File: src/ppsd_pkg.sv
package ppsd_pkg;

   localparam int RING_DEPTH_DEF  = 24;
   localparam int PERIOD_BITS_DEF = 16;
   localparam int AVG_BITS        = 18;
   localparam int THR_BITS        = 9;
   localparam int LIM_BITS        = 16;
   localparam int CSR_ADDR_BITS   = 5;
   localparam int CSR_DATA_BITS   = 32;

   localparam logic [AVG_BITS-1:0] AVG_MAX = '1;

   localparam logic [THR_BITS-1:0] SLIP_RESET       = 9'd366;
   localparam logic [THR_BITS-1:0] TREND_RESET      = 9'd287;
   localparam logic [LIM_BITS-1:0] LOW_RESET        = 16'd6000;
   localparam logic [LIM_BITS-1:0] HIGH_RESET       = 16'd10000;
   localparam logic [AVG_BITS-1:0] STOP_LIMIT_RESET = 18'd30000;
   localparam logic [LIM_BITS-1:0] BASE_TO_RESET    = 16'd20000;
   localparam logic [LIM_BITS-1:0] RUN_TO_RESET     = 16'd65500;

   localparam logic [2:0] REG_SLIP       = 3'd0;
   localparam logic [2:0] REG_TREND      = 3'd1;
   localparam logic [2:0] REG_LOW        = 3'd2;
   localparam logic [2:0] REG_HIGH       = 3'd3;
   localparam logic [2:0] REG_STOP_LIMIT = 3'd4;
   localparam logic [2:0] REG_BASE_TO    = 3'd5;
   localparam logic [2:0] REG_RUN_TO     = 3'd6;

   typedef enum logic [2:0] {
      OP_CLEAR         = 3'd0,
      OP_BASE_PULSE    = 3'd1,
      OP_BASE_TIMEOUT  = 3'd2,
      OP_ENTER_RUN     = 3'd3,
      OP_RUN_PULSE     = 3'd4,
      OP_RUN_POLL      = 3'd5,
      OP_RUN_OVERFLOW  = 3'd6
   } op_type;

   typedef enum logic [1:0] {
      CAUSE_NONE    = 2'd0,
      CAUSE_WINDOW  = 2'd1,
      CAUSE_TREND   = 2'd2,
      CAUSE_AVERAGE = 2'd3
   } cause_type;

   // Shared multiplier schedule for the run checks.
   typedef enum logic [2:0] {
      STEP_SLIP_AVG  = 3'd0,
      STEP_SLIP_B2   = 3'd1,
      STEP_L0_B1     = 3'd2,
      STEP_L1_B0     = 3'd3,
      STEP_TREND_B1  = 3'd4,
      STEP_TREND_B0  = 3'd5,
      STEP_LAST_EVAL = 3'd6,
      STEP_APPLY     = 3'd7
   } step_type;

   typedef struct packed {
      logic [THR_BITS-1:0] slip;
      logic [THR_BITS-1:0] trend;
      logic [LIM_BITS-1:0] low;
      logic [LIM_BITS-1:0] high;
      logic [AVG_BITS-1:0] stop_limit;
      logic [LIM_BITS-1:0] base_to;
      logic [LIM_BITS-1:0] run_to;
   } cfg_type;

   typedef struct packed {
      logic       capture;
      logic       clear;
      logic       wr_base;
      logic       base_timeout;
      logic       wr_live;
      logic       live_timeout;
      logic       advance;
      logic       rd_issue;
      logic [1:0] rd_k;
      logic       walk_start;
      logic       walk_rd;
      logic       avg_load;
      logic       mul_run;
      step_type   mul_step;
      logic       apply_window;
      logic       apply_trend;
   } cmd_type;

   typedef struct packed {
      logic stopped;
   } status_type;

endpackage

File: src/ppsd_ctrl.sv
module ppsd_ctrl #(
   parameter int RING_DEPTH = ppsd_pkg::RING_DEPTH_DEF
) (
   input  logic                   clock,
   input  logic                   reset,
   input  logic                   req_valid,
   input  logic [2:0]             req_op,
   input  ppsd_pkg::status_type   status,
   input  logic                   out_free,
   output logic                   req_stall,
   output ppsd_pkg::cmd_type      cmd,
   output logic                   load_out
);

   localparam int CW = $clog2(RING_DEPTH + 1);

   typedef enum logic [8:0] {
      S_IDLE = 9'b000000001,
      S_CLR  = 9'b000000010,
      S_BWR  = 9'b000000100,
      S_WALK = 9'b000001000,
      S_AVG  = 9'b000010000,
      S_LWR  = 9'b000100000,
      S_RD   = 9'b001000000,
      S_MUL  = 9'b010000000,
      S_DONE = 9'b100000000
   } state_type;

   state_type      state_ff, state_in;
   logic [CW-1:0]  cnt_ff, cnt_in;
   logic [2:0]     op_ff, op_in;

   always_comb begin
      state_in  = state_ff;
      cnt_in    = cnt_ff;
      op_in     = op_ff;
      cmd       = '0;
      req_stall = 1'b1;
      load_out  = 1'b0;
      unique case (state_ff)
         S_IDLE: begin
            req_stall = 1'b0;
            if (req_valid) begin
               cmd.capture = 1'b1;
               op_in       = req_op;
               cnt_in      = '0;
               unique case (req_op)
                  ppsd_pkg::OP_CLEAR: state_in = S_CLR;
                  ppsd_pkg::OP_BASE_PULSE,
                  ppsd_pkg::OP_BASE_TIMEOUT: state_in = S_BWR;
                  ppsd_pkg::OP_ENTER_RUN: begin
                     cmd.walk_start = 1'b1;
                     state_in       = S_WALK;
                  end
                  ppsd_pkg::OP_RUN_PULSE,
                  ppsd_pkg::OP_RUN_POLL,
                  ppsd_pkg::OP_RUN_OVERFLOW: state_in = status.stopped ? S_DONE : S_LWR;
                  default: state_in = S_DONE;
               endcase
            end
         end
         S_CLR: begin
            cmd.clear = 1'b1;
            state_in  = S_DONE;
         end
         S_BWR: begin
            cmd.wr_base      = 1'b1;
            cmd.base_timeout = (op_ff == ppsd_pkg::OP_BASE_TIMEOUT);
            cmd.advance      = 1'b1;
            state_in         = S_DONE;
         end
         S_WALK: begin
            if (cnt_ff == CW'(RING_DEPTH)) begin
               state_in = S_AVG;
            end else begin
               cmd.walk_rd = 1'b1;
               cnt_in      = cnt_ff + 1'b1;
            end
         end
         S_AVG: begin
            cmd.avg_load = 1'b1;
            state_in     = S_DONE;
         end
         S_LWR: begin
            cmd.wr_live      = 1'b1;
            cmd.live_timeout = (op_ff == ppsd_pkg::OP_RUN_OVERFLOW);
            cmd.advance      = (op_ff != ppsd_pkg::OP_RUN_POLL);
            state_in         = (op_ff == ppsd_pkg::OP_RUN_OVERFLOW) ? S_DONE : S_RD;
         end
         S_RD: begin
            if (cnt_ff == CW'(3)) begin
               cnt_in   = '0;
               state_in = S_MUL;
            end else begin
               cmd.rd_issue = 1'b1;
               cmd.rd_k     = cnt_ff[1:0];
               cnt_in       = cnt_ff + 1'b1;
            end
         end
         S_MUL: begin
            cmd.mul_run  = 1'b1;
            cmd.mul_step = ppsd_pkg::step_type'(cnt_ff[2:0]);
            if (cmd.mul_step == ppsd_pkg::STEP_APPLY) begin
               cmd.apply_window = 1'b1;
               cmd.apply_trend  = (op_ff == ppsd_pkg::OP_RUN_PULSE);
               state_in         = S_DONE;
            end else begin
               cnt_in = cnt_ff + 1'b1;
            end
         end
         S_DONE: begin
            if (out_free) begin
               load_out = 1'b1;
               state_in = S_IDLE;
            end
         end
         default: state_in = S_IDLE;
      endcase
   end

   always_ff @(posedge clock) begin
      if (reset) begin
         state_ff <= S_IDLE;
         cnt_ff   <= '0;
         op_ff    <= '0;
      end else begin
         state_ff <= state_in;
         cnt_ff   <= cnt_in;
         op_ff    <= op_in;
      end
   end

endmodule

File: src/ppsd_datapath.sv
module ppsd_datapath #(
   parameter int RING_DEPTH  = ppsd_pkg::RING_DEPTH_DEF,
   parameter int PERIOD_BITS = ppsd_pkg::PERIOD_BITS_DEF
) (
   input  logic                             clock,
   input  logic                             reset,
   input  ppsd_pkg::cmd_type                cmd,
   input  ppsd_pkg::cfg_type                cfg,
   input  logic [PERIOD_BITS-1:0]           req_period,
   output ppsd_pkg::status_type             status,
   output logic                             stopped,
   output logic [1:0]                       stop_cause,
   output logic                             baseline_fault,
   output logic [ppsd_pkg::AVG_BITS-1:0]    baseline_average
);

   localparam int AB   = ppsd_pkg::AVG_BITS;
   localparam int IW   = $clog2(RING_DEPTH);
   localparam int SW   = PERIOD_BITS + $clog2(RING_DEPTH);
   localparam int EW   = (SW > AB + 3) ? SW : AB + 3;
   localparam int MW   = (PERIOD_BITS > AB) ? PERIOD_BITS : AB;
   localparam int PW   = 2 * MW;
   localparam int CMPW = (PERIOD_BITS > ppsd_pkg::LIM_BITS) ? PERIOD_BITS : ppsd_pkg::LIM_BITS;
   localparam int WSW  = PERIOD_BITS + 2;

   logic [PERIOD_BITS-1:0] base_mem [RING_DEPTH];
   logic [PERIOD_BITS-1:0] live_mem [RING_DEPTH];
   logic [RING_DEPTH-1:0]  base_vld_ff, live_vld_ff;

   logic [PERIOD_BITS-1:0] period_ff;
   logic [IW-1:0]          idx_ff, base_ff, walk_addr_ff;
   logic [PERIOD_BITS-1:0] b_rd_ff, l_rd_ff;
   logic                   rd_pend_ff, walk_pend_ff;
   logic [1:0]             rd_k_ff;
   logic [SW-1:0]          sum_ff;
   logic [PERIOD_BITS-1:0] win_l_ff [3];
   logic [PERIOD_BITS-1:0] win_b_ff [3];
   logic [PW-1:0]          prod_ff, cross_ff;
   logic                   win_hit_ff, trend_hit_ff;
   logic                   stop_ff, fault_ff;
   logic [1:0]             cause_ff;
   logic [AB-1:0]          avg_ff;

   logic [PERIOD_BITS-1:0] wr_data;
   logic [IW-1:0]          idx_next, back_addr, rd_addr;
   logic [IW:0]            back_wide;
   logic [WSW-1:0]         win_sum;
   logic [MW-1:0]          op_a, op_b;
   logic [EW-1:0]          avg_ext;
   logic [AB-1:0]          avg_calc;
   logic                   b_out_of_range;

   assign wr_data = cmd.wr_base ?
                    (cmd.base_timeout ? PERIOD_BITS'(cfg.base_to) : period_ff) :
                    (cmd.live_timeout ? PERIOD_BITS'(cfg.run_to) : period_ff);

   assign idx_next  = (idx_ff == IW'(RING_DEPTH - 1)) ? '0 : idx_ff + 1'b1;
   assign back_wide = (IW+1)'(base_ff) + (IW+1)'(RING_DEPTH) - (IW+1)'(cmd.rd_k);
   assign back_addr = ((IW+1)'(base_ff) >= (IW+1)'(cmd.rd_k)) ?
                      base_ff - IW'(cmd.rd_k) : back_wide[IW-1:0];
   assign rd_addr   = cmd.walk_rd ? walk_addr_ff : back_addr;

   // Window entries: slot 0 is the newest sample, slot 2 the oldest.
   assign win_sum = WSW'(win_l_ff[0]) + WSW'(win_l_ff[1]) + WSW'(win_l_ff[2]);

   always_comb begin
      op_a = '0;
      op_b = '0;
      unique case (cmd.mul_step)
         ppsd_pkg::STEP_SLIP_AVG: begin
            op_a = MW'(cfg.slip);
            op_b = MW'(avg_ff);
         end
         ppsd_pkg::STEP_SLIP_B2: begin
            op_a = MW'(cfg.slip);
            op_b = MW'(win_b_ff[0]);
         end
         ppsd_pkg::STEP_L0_B1: begin
            op_a = MW'(win_l_ff[2]);
            op_b = MW'(win_b_ff[1]);
         end
         ppsd_pkg::STEP_L1_B0: begin
            op_a = MW'(win_l_ff[1]);
            op_b = MW'(win_b_ff[2]);
         end
         ppsd_pkg::STEP_TREND_B1: begin
            op_a = MW'(cfg.trend);
            op_b = MW'(win_b_ff[1]);
         end
         ppsd_pkg::STEP_TREND_B0: begin
            op_a = MW'(cfg.trend);
            op_b = MW'(win_b_ff[2]);
         end
         default: begin
            op_a = '0;
            op_b = '0;
         end
      endcase
   end

   assign avg_ext  = EW'(sum_ff) >> 3;
   assign avg_calc = (avg_ext > EW'(ppsd_pkg::AVG_MAX)) ? ppsd_pkg::AVG_MAX : AB'(avg_ext);

   assign b_out_of_range = (CMPW'(b_rd_ff) > CMPW'(cfg.high)) ||
                           (CMPW'(b_rd_ff) < CMPW'(cfg.low));

   // Ring storage; an entry never written since clear reads as one.
   always_ff @(posedge clock) begin
      if (cmd.wr_base) begin
         base_mem[idx_ff] <= wr_data;
      end
      if (cmd.wr_live) begin
         live_mem[idx_ff] <= wr_data;
      end
      b_rd_ff <= base_vld_ff[rd_addr] ? base_mem[rd_addr] : PERIOD_BITS'(1);
      l_rd_ff <= live_vld_ff[rd_addr] ? live_mem[rd_addr] : PERIOD_BITS'(1);
   end

   always_ff @(posedge clock) begin
      if (reset || cmd.clear) begin
         base_vld_ff <= '0;
         live_vld_ff <= '0;
      end else begin
         if (cmd.wr_base) begin
            base_vld_ff[idx_ff] <= 1'b1;
         end
         if (cmd.wr_live) begin
            live_vld_ff[idx_ff] <= 1'b1;
         end
      end
   end

   always_ff @(posedge clock) begin
      if (reset) begin
         idx_ff       <= '0;
         rd_pend_ff   <= 1'b0;
         walk_pend_ff <= 1'b0;
         stop_ff      <= 1'b0;
         cause_ff     <= ppsd_pkg::CAUSE_NONE;
         fault_ff     <= 1'b0;
         avg_ff       <= '0;
      end else begin
         rd_pend_ff   <= cmd.rd_issue;
         walk_pend_ff <= cmd.walk_rd;
         if (cmd.clear) begin
            idx_ff   <= '0;
            stop_ff  <= 1'b0;
            cause_ff <= ppsd_pkg::CAUSE_NONE;
            fault_ff <= 1'b0;
         end else begin
            if (cmd.advance) begin
               idx_ff <= idx_next;
            end
            if (walk_pend_ff && b_out_of_range) begin
               fault_ff <= 1'b1;
            end
            if (cmd.avg_load) begin
               avg_ff <= avg_calc;
               if (!stop_ff && (avg_calc > cfg.stop_limit)) begin
                  stop_ff  <= 1'b1;
                  cause_ff <= ppsd_pkg::CAUSE_AVERAGE;
               end
            end
            if (cmd.apply_window && !stop_ff) begin
               if (win_hit_ff) begin
                  stop_ff  <= 1'b1;
                  cause_ff <= ppsd_pkg::CAUSE_WINDOW;
               end else if (cmd.apply_trend && trend_hit_ff) begin
                  stop_ff  <= 1'b1;
                  cause_ff <= ppsd_pkg::CAUSE_TREND;
               end
            end
         end
      end
   end

   always_ff @(posedge clock) begin
      if (cmd.capture) begin
         period_ff <= req_period;
         base_ff   <= idx_ff;
      end
      rd_k_ff <= cmd.rd_k;
      if (cmd.walk_start) begin
         walk_addr_ff <= '0;
         sum_ff       <= '0;
      end else begin
         if (cmd.walk_rd) begin
            walk_addr_ff <= walk_addr_ff + 1'b1;
         end
         if (walk_pend_ff) begin
            sum_ff <= sum_ff + SW'(b_rd_ff);
         end
      end
      if (rd_pend_ff) begin
         win_l_ff[rd_k_ff] <= l_rd_ff;
         win_b_ff[rd_k_ff] <= b_rd_ff;
      end
      if (cmd.mul_run) begin
         prod_ff <= op_a * op_b;
         unique case (cmd.mul_step)
            ppsd_pkg::STEP_SLIP_B2:
               win_hit_ff <= (PW'(win_sum) > PW'(avg_ff)) &&
                             ((PW'(win_sum) << 8) >= prod_ff);
            ppsd_pkg::STEP_L0_B1:
               trend_hit_ff <= (PW'(win_l_ff[0]) << 8) >= prod_ff;
            ppsd_pkg::STEP_L1_B0:
               cross_ff <= prod_ff;
            ppsd_pkg::STEP_TREND_B1:
               trend_hit_ff <= trend_hit_ff && (prod_ff > cross_ff);
            ppsd_pkg::STEP_TREND_B0:
               trend_hit_ff <= trend_hit_ff && ((PW'(win_l_ff[1]) << 8) >= prod_ff);
            ppsd_pkg::STEP_LAST_EVAL:
               trend_hit_ff <= trend_hit_ff && ((PW'(win_l_ff[2]) << 8) >= prod_ff);
            default: ;
         endcase
      end
   end

   assign status.stopped   = stop_ff;
   assign stopped          = stop_ff;
   assign stop_cause       = cause_ff;
   assign baseline_fault   = fault_ff;
   assign baseline_average = avg_ff;

endmodule

File: src/pulse_period_slip_detector.sv
// Beat path: clear via CLR, baseline write via BWR, stopped run ops straight to DONE, run
// overflow via LWR, enter run via WALK and AVG, run pulse or poll via LWR, RD and MUL.
// Throughput: one beat at a time; the next beat is taken the cycle after the result
// register loads, even while that result still waits downstream. Run checks share one
// multiplier over eight steps; run entry walks the baseline ring one entry per cycle.
// Reset is synchronous: rings read as one at once through per-entry valid bits.
module pulse_period_slip_detector #(
   parameter int RING_DEPTH  = ppsd_pkg::RING_DEPTH_DEF,
   parameter int PERIOD_BITS = ppsd_pkg::PERIOD_BITS_DEF
) (
   input  logic                                clock,
   input  logic                                reset,
   // request channel
   input  logic                                req_valid,
   output logic                                req_stall,
   input  logic [2:0]                          req_op,
   input  logic [PERIOD_BITS-1:0]              req_period,
   // response channel
   output logic                                rsp_valid,
   input  logic                                rsp_stall,
   output logic                                rsp_stopped,
   output logic [1:0]                          rsp_stop_cause,
   output logic                                rsp_baseline_fault,
   output logic [ppsd_pkg::AVG_BITS-1:0]       rsp_baseline_average,
   // register port
   input  logic                                psel,
   input  logic                                penable,
   input  logic                                pwrite,
   input  logic [ppsd_pkg::CSR_ADDR_BITS-1:0]  paddr,
   input  logic [ppsd_pkg::CSR_DATA_BITS-1:0]  pwdata,
   output logic [ppsd_pkg::CSR_DATA_BITS-1:0]  prdata,
   output logic                                pready
);

   localparam int DB = ppsd_pkg::CSR_DATA_BITS;

   ppsd_pkg::cfg_type     cfg_ff;
   ppsd_pkg::cmd_type     cmd;
   ppsd_pkg::status_type  status;
   logic                  out_free, load_out, csr_wr;
   logic [2:0]            csr_index;

   logic                  dp_stopped, dp_fault;
   logic [1:0]            dp_cause;
   logic [ppsd_pkg::AVG_BITS-1:0] dp_average;

   logic                  rsp_valid_ff;
   logic                  rsp_stopped_ff, rsp_fault_ff;
   logic [1:0]            rsp_cause_ff;
   logic [ppsd_pkg::AVG_BITS-1:0] rsp_average_ff;

   // ------------------------------------------------------------------
   // Register port: zero-wait writes, registers sit on 4-byte strides.
   // ------------------------------------------------------------------
   assign pready    = 1'b1;
   assign csr_wr    = psel && penable && pwrite;
   assign csr_index = paddr[4:2];

   always_ff @(posedge clock) begin
      if (reset) begin
         cfg_ff.slip       <= ppsd_pkg::SLIP_RESET;
         cfg_ff.trend      <= ppsd_pkg::TREND_RESET;
         cfg_ff.low        <= ppsd_pkg::LOW_RESET;
         cfg_ff.high       <= ppsd_pkg::HIGH_RESET;
         cfg_ff.stop_limit <= ppsd_pkg::STOP_LIMIT_RESET;
         cfg_ff.base_to    <= ppsd_pkg::BASE_TO_RESET;
         cfg_ff.run_to     <= ppsd_pkg::RUN_TO_RESET;
      end else if (csr_wr) begin
         // Drop writes to addresses past the last register.
         case (csr_index)
            ppsd_pkg::REG_SLIP:       cfg_ff.slip       <= pwdata[ppsd_pkg::THR_BITS-1:0];
            ppsd_pkg::REG_TREND:      cfg_ff.trend      <= pwdata[ppsd_pkg::THR_BITS-1:0];
            ppsd_pkg::REG_LOW:        cfg_ff.low        <= pwdata[ppsd_pkg::LIM_BITS-1:0];
            ppsd_pkg::REG_HIGH:       cfg_ff.high       <= pwdata[ppsd_pkg::LIM_BITS-1:0];
            ppsd_pkg::REG_STOP_LIMIT: cfg_ff.stop_limit <= pwdata[ppsd_pkg::AVG_BITS-1:0];
            ppsd_pkg::REG_BASE_TO:    cfg_ff.base_to    <= pwdata[ppsd_pkg::LIM_BITS-1:0];
            ppsd_pkg::REG_RUN_TO:     cfg_ff.run_to     <= pwdata[ppsd_pkg::LIM_BITS-1:0];
            default: ;
         endcase
      end
   end

   always_comb begin
      case (csr_index)
         ppsd_pkg::REG_SLIP:       prdata = DB'(cfg_ff.slip);
         ppsd_pkg::REG_TREND:      prdata = DB'(cfg_ff.trend);
         ppsd_pkg::REG_LOW:        prdata = DB'(cfg_ff.low);
         ppsd_pkg::REG_HIGH:       prdata = DB'(cfg_ff.high);
         ppsd_pkg::REG_STOP_LIMIT: prdata = DB'(cfg_ff.stop_limit);
         ppsd_pkg::REG_BASE_TO:    prdata = DB'(cfg_ff.base_to);
         ppsd_pkg::REG_RUN_TO:     prdata = DB'(cfg_ff.run_to);
         default:                  prdata = '0;
      endcase
   end

   // ------------------------------------------------------------------
   // Sequencer and datapath.
   // ------------------------------------------------------------------
   ppsd_ctrl #(
      .RING_DEPTH (RING_DEPTH)
   ) u_ctrl (
      .clock     (clock),
      .reset     (reset),
      .req_valid (req_valid),
      .req_op    (req_op),
      .status    (status),
      .out_free  (out_free),
      .req_stall (req_stall),
      .cmd       (cmd),
      .load_out  (load_out)
   );

   ppsd_datapath #(
      .RING_DEPTH  (RING_DEPTH),
      .PERIOD_BITS (PERIOD_BITS)
   ) u_datapath (
      .clock            (clock),
      .reset            (reset),
      .cmd              (cmd),
      .cfg              (cfg_ff),
      .req_period       (req_period),
      .status           (status),
      .stopped          (dp_stopped),
      .stop_cause       (dp_cause),
      .baseline_fault   (dp_fault),
      .baseline_average (dp_average)
   );

   // ------------------------------------------------------------------
   // Result register: parts the sequencer from a stalled consumer.
   // Load when empty or being drained this cycle; hold while stalled.
   // ------------------------------------------------------------------
   assign out_free = !rsp_valid_ff || !rsp_stall;

   always_ff @(posedge clock) begin
      if (reset) begin
         rsp_valid_ff <= 1'b0;
      end else if (load_out) begin
         rsp_valid_ff <= 1'b1;
      end else if (!rsp_stall) begin
         rsp_valid_ff <= 1'b0;
      end
   end

   always_ff @(posedge clock) begin
      if (load_out) begin
         rsp_stopped_ff <= dp_stopped;
         rsp_cause_ff   <= dp_cause;
         rsp_fault_ff   <= dp_fault;
         rsp_average_ff <= dp_average;
      end
   end

   assign rsp_valid            = rsp_valid_ff;
   assign rsp_stopped          = rsp_stopped_ff;
   assign rsp_stop_cause       = rsp_cause_ff;
   assign rsp_baseline_fault   = rsp_fault_ff;
   assign rsp_baseline_average = rsp_average_ff;

endmodule

File: config.mk
export PLATFORM = sky130hd
export DESIGN_NAME = pulse_period_slip_detector
export DESIGN_NICKNAME = d
export VERILOG_FILES = /design/src/ppsd_pkg.sv /design/src/ppsd_ctrl.sv /design/src/ppsd_datapath.sv /design/src/pulse_period_slip_detector.sv
export SDC_FILE = /design/constraint.sdc
export NUM_CORES = 2
export LEC_CHECK = 0
export BUFFER_PORTS_ARGS = -buffer_cell sky130_fd_sc_hd__buf_2
export CAP_MARGIN = 25
export CORE_UTILIZATION = 40
export CTS_CLUSTER_SIZE = 30
export DETAILED_ROUTE_END_ITERATION = 12
export PLACE_DENSITY = 0.59
export SLEW_MARGIN = 20
export SYNTH_ARGS = -nofsm -noshare
export SYNTH_HDL_FRONTEND = slang
export SYNTH_SLANG_ARGS = --single-unit
export TNS_END_PERCENT = 50
File: constraint.sdc
create_clock -name clock -period 11.7 [get_ports clock]
set_input_delay 1.755 -clock clock [delete_from_list [all_inputs] [get_ports clock]]
set_output_delay 1.755 -clock clock [all_outputs]
set_load 0.02 [all_outputs]
==> flow_metrics.tcl <==
set metrics [dict create \
    rsz0062_at_grt "no" \
    crit_top_cell "fa_1" \
    timing.final.crit_share 0.8101 \
    via_per_inst 5.497 \
    sequentialPowerShare 0.477 \
    slew_violations 0 \
    status "finished, final reports clean" \
    arrival_ns 9.96 \
    clk_latency_ns 0.77 \
    cp_top_family "adder cells" \
    synthArstFlopShare 0 \
    cp.buffers_inverters 5 \
    drtAntennaViolNets 0 \
    combPwrFrac 0.128 \
    yosysSeqAreaShare 0.5407 \
    hpwl_mm 117.3 \
    power_frac_clock 0.395 \
    max_cap_viol_count 0 \
    period_needed_ns 9.478 \
    wl_per_cell_um 22.00 \
    skew_ns 0.04470 \
    crit_slowest_cell "a221oi_2" \
    die_w_um 401.8 \
    fp-row-count 146 \
    num_vias 43530 \
    maxSlewHeadroom 0.1827 \
    antenna_found_initial 7 \
    io_buffer_count 88 \
    dr.pass1.iters 8 \
    dieArea_um2 161400 \
    cts_made_buffers 133 \
    layout_common_cells "1063 x nand2_1, 981 x edfxtp_1, 414 x inv_1, 350 x nor2_1, 346 x ha_1" \
    initial_core_util 0.4031 \
    p_sw_w 0.002834 \
    fillers 14600 \
    regArea_um2 34560 \
    routabilityCongestion 0.9260 \
    dieHeight_um 401.8 \
    multi_input_comb_area_um2 26580 \
    cts.sinks 1236 \
    cellPowerDensity_nw_per_um2 147.5 \
    grt_overflow_total 0 \
    drtIter0Drc 3886 \
    synthCells 5655 \
    cts_hold_buf 0 \
    end_kind "flop" \
    drc 0 \
    holdCritPathClass "flop to flop" \
    internal-power_w 0.007672 \
    switching_share 0.2697 \
    p_leak_nw 27.45 \
    layout.nets 6371 \
    cts-root-buf "clkbuf_16" \
    avgSynthCellArea_um2 11.30 \
    io_pins 120 \
    area_delta_synth_final_pct 11.41 \
    htree_levels 4 \
    worstPathRequired_ns 12.18 \
    finalSetupViolCount 0 \
    final_hold_viol_count 0 \
    placeableCoreArea_um2 158600 \
    cts_tree "yes" \
    report.power.total_w 0.01051 \
    grt_pass1_wl_mm 263.9 \
    post_cts.repair.setup_buffers 0 \
    syn_area_um2 63920 \
    synth-edff-count 981 \
    clockBufferDepth 3 \
    timing.hold.ws_ns 0.4446 \
    cp_slowest_stage_delay_ns 0.91 \
    irDropWorstVdd_mv 0.1289 \
    fmax_mhz 105.5 \
    grt_util_all_layers 0.2148 \
    cp-start-kind "flop" \
    crit_type "flop to flop" \
    final_common_cell "nand2_1" \
    grt_pass1_vias 42270 \
    finalWirelength_mm 174.2 \
    clk_pin_slew_ns 0.06 \
    drive_gt1_frac 0.08641 \
    worstMarginPinSlew_ns 1.226 \
    setup-tns-final_ns 0 \
    yosysWarnings 0 \
    grt_max_degree 181 \
    ys_types 106 \
    ys_ff_latch 1236 \
    synth_top_flop_cell "edfxtp_1" \
    cts-resized-gates 0 \
    path_max_fanout 11 \
]
[routing by layer]
metal	part of all wire	routed length, um	track usage	vias to the layer above
li1	-	-	-	20170
met1	0.44	76810	0.2988	21650
met2	0.45	79180	0.3363	1397
met3	0.065	11320	0.03354	307
met4	0.040	6911	0.08471	2
met5	0.000040	7	0	-
[logic make-up (layout without fill, tap and decap cells)]
family | count (synthesis) | count (layout) | share of synthesized area
AND/OR/NAND/NOR | 2072 | 2072 | 0.1438
flip-flops | 1236 | 1236 | 0.5407
multiplexers | 119 | 119 | 0.01977
XOR/XNOR | 75 | 75 | 0.01028
AO/OA/AOI/OAI | 867 | 867 | 0.09787
buffers and inverters | 709 | 870 | 0.04813
adder cells (fa/ha/maj) | 575 | 575 | 0.1393
other | 2 | 32 | 0.0001175
[path summary, 6_finish.rpt]
| kind | startpoint | to | slack [ns] | cells after the start |
|---|---|---|---|---|
| setup / recovery | u_ctrl.state_ff[0] | u_datapath.prod_ff[34] | 2.22 | 28 |
| hold / removal | u_datapath.baseline_fault | rsp_baseline_fault | 0.44 | 0 |
| setup reg to reg | u_ctrl.state_ff[0] | u_datapath.prod_ff[34] | 2.22 | 28 |
| hold reg to reg | u_datapath.baseline_fault | rsp_baseline_fault | 0.44 | 0 |
[synthesized netlist by cell type (59+ instances only)]
cell type | number | area, um2
fa_1 | 228 | 4564
ha_1 | 346 | 4329
inv_1 | 414 | 1554
nand4_1 | 76 | 475.5
and3_1 | 66 | 412.9
o21ai_0 | 100 | 500.5
clkbuf_1 | 117 | 439.2
o21a_1 | 59 | 442.9
nand3_1 | 238 | 1191
a21oi_1 | 196 | 980.9
nand2_1 | 1080 | 4054
dfxtp_1 | 255 | 5105
buf_2 | 108 | 540.5
nor2_1 | 359 | 1348
edfxtp_1 | 981 | 29460
a31oi_1 | 62 | 387.9
mux2i_1 | 109 | 1091
[sequential cells by signal, summed over array words and instances, names as in the netlist, 21 cells and up]
name	count
u_datapath.live_mem	384
u_datapath.base_mem	384
u_datapath.sum_ff	21
cfg_ff	100
u_datapath.cross_ff	36
u_datapath.live_vld_ff	24
u_datapath.prod_ff	36
u_datapath.base_vld_ff	24
u_datapath.win_l_ff	48
u_datapath.win_b_ff	48
[layout make-up]
class                           instances  area share
Inverter                              417     0.02200
Timing Repair Buffer                  208     0.02258
Antenna cell                            2  0.00007028
Sequential cell                      1236      0.4853
Clock buffer                          183     0.05229
Clock inverter                         62    0.008170
Multi-Input combinational cell       3738      0.3732
Tap cell                             2072     0.03640
[stage by stage]
stage               std cells  area, um2  setup WS (ns)    util
floorplan                5683      64030          3.441       -
global placement         7648      66490          2.287  0.4193
detailed placement       7657      66620          2.222  0.4201
CTS                      7902      70920          2.163  0.4473
global route             7916      71210          1.771  0.4491
finish                   7918      71220          2.222  0.4491
[power groups by stage]
stage                     Clock (W)  Sequential (W)  Combinational, W
after global routing        0.00439         0.00502           0.00147
after floorplan                   0         0.00503          0.000890
after detailed placement          0         0.00511           0.00131
after CTS                   0.00422         0.00501           0.00132
final                       0.00415         0.00501           0.00135
after global placement            0         0.00511           0.00129
Power figures use the tool's default switching activity.
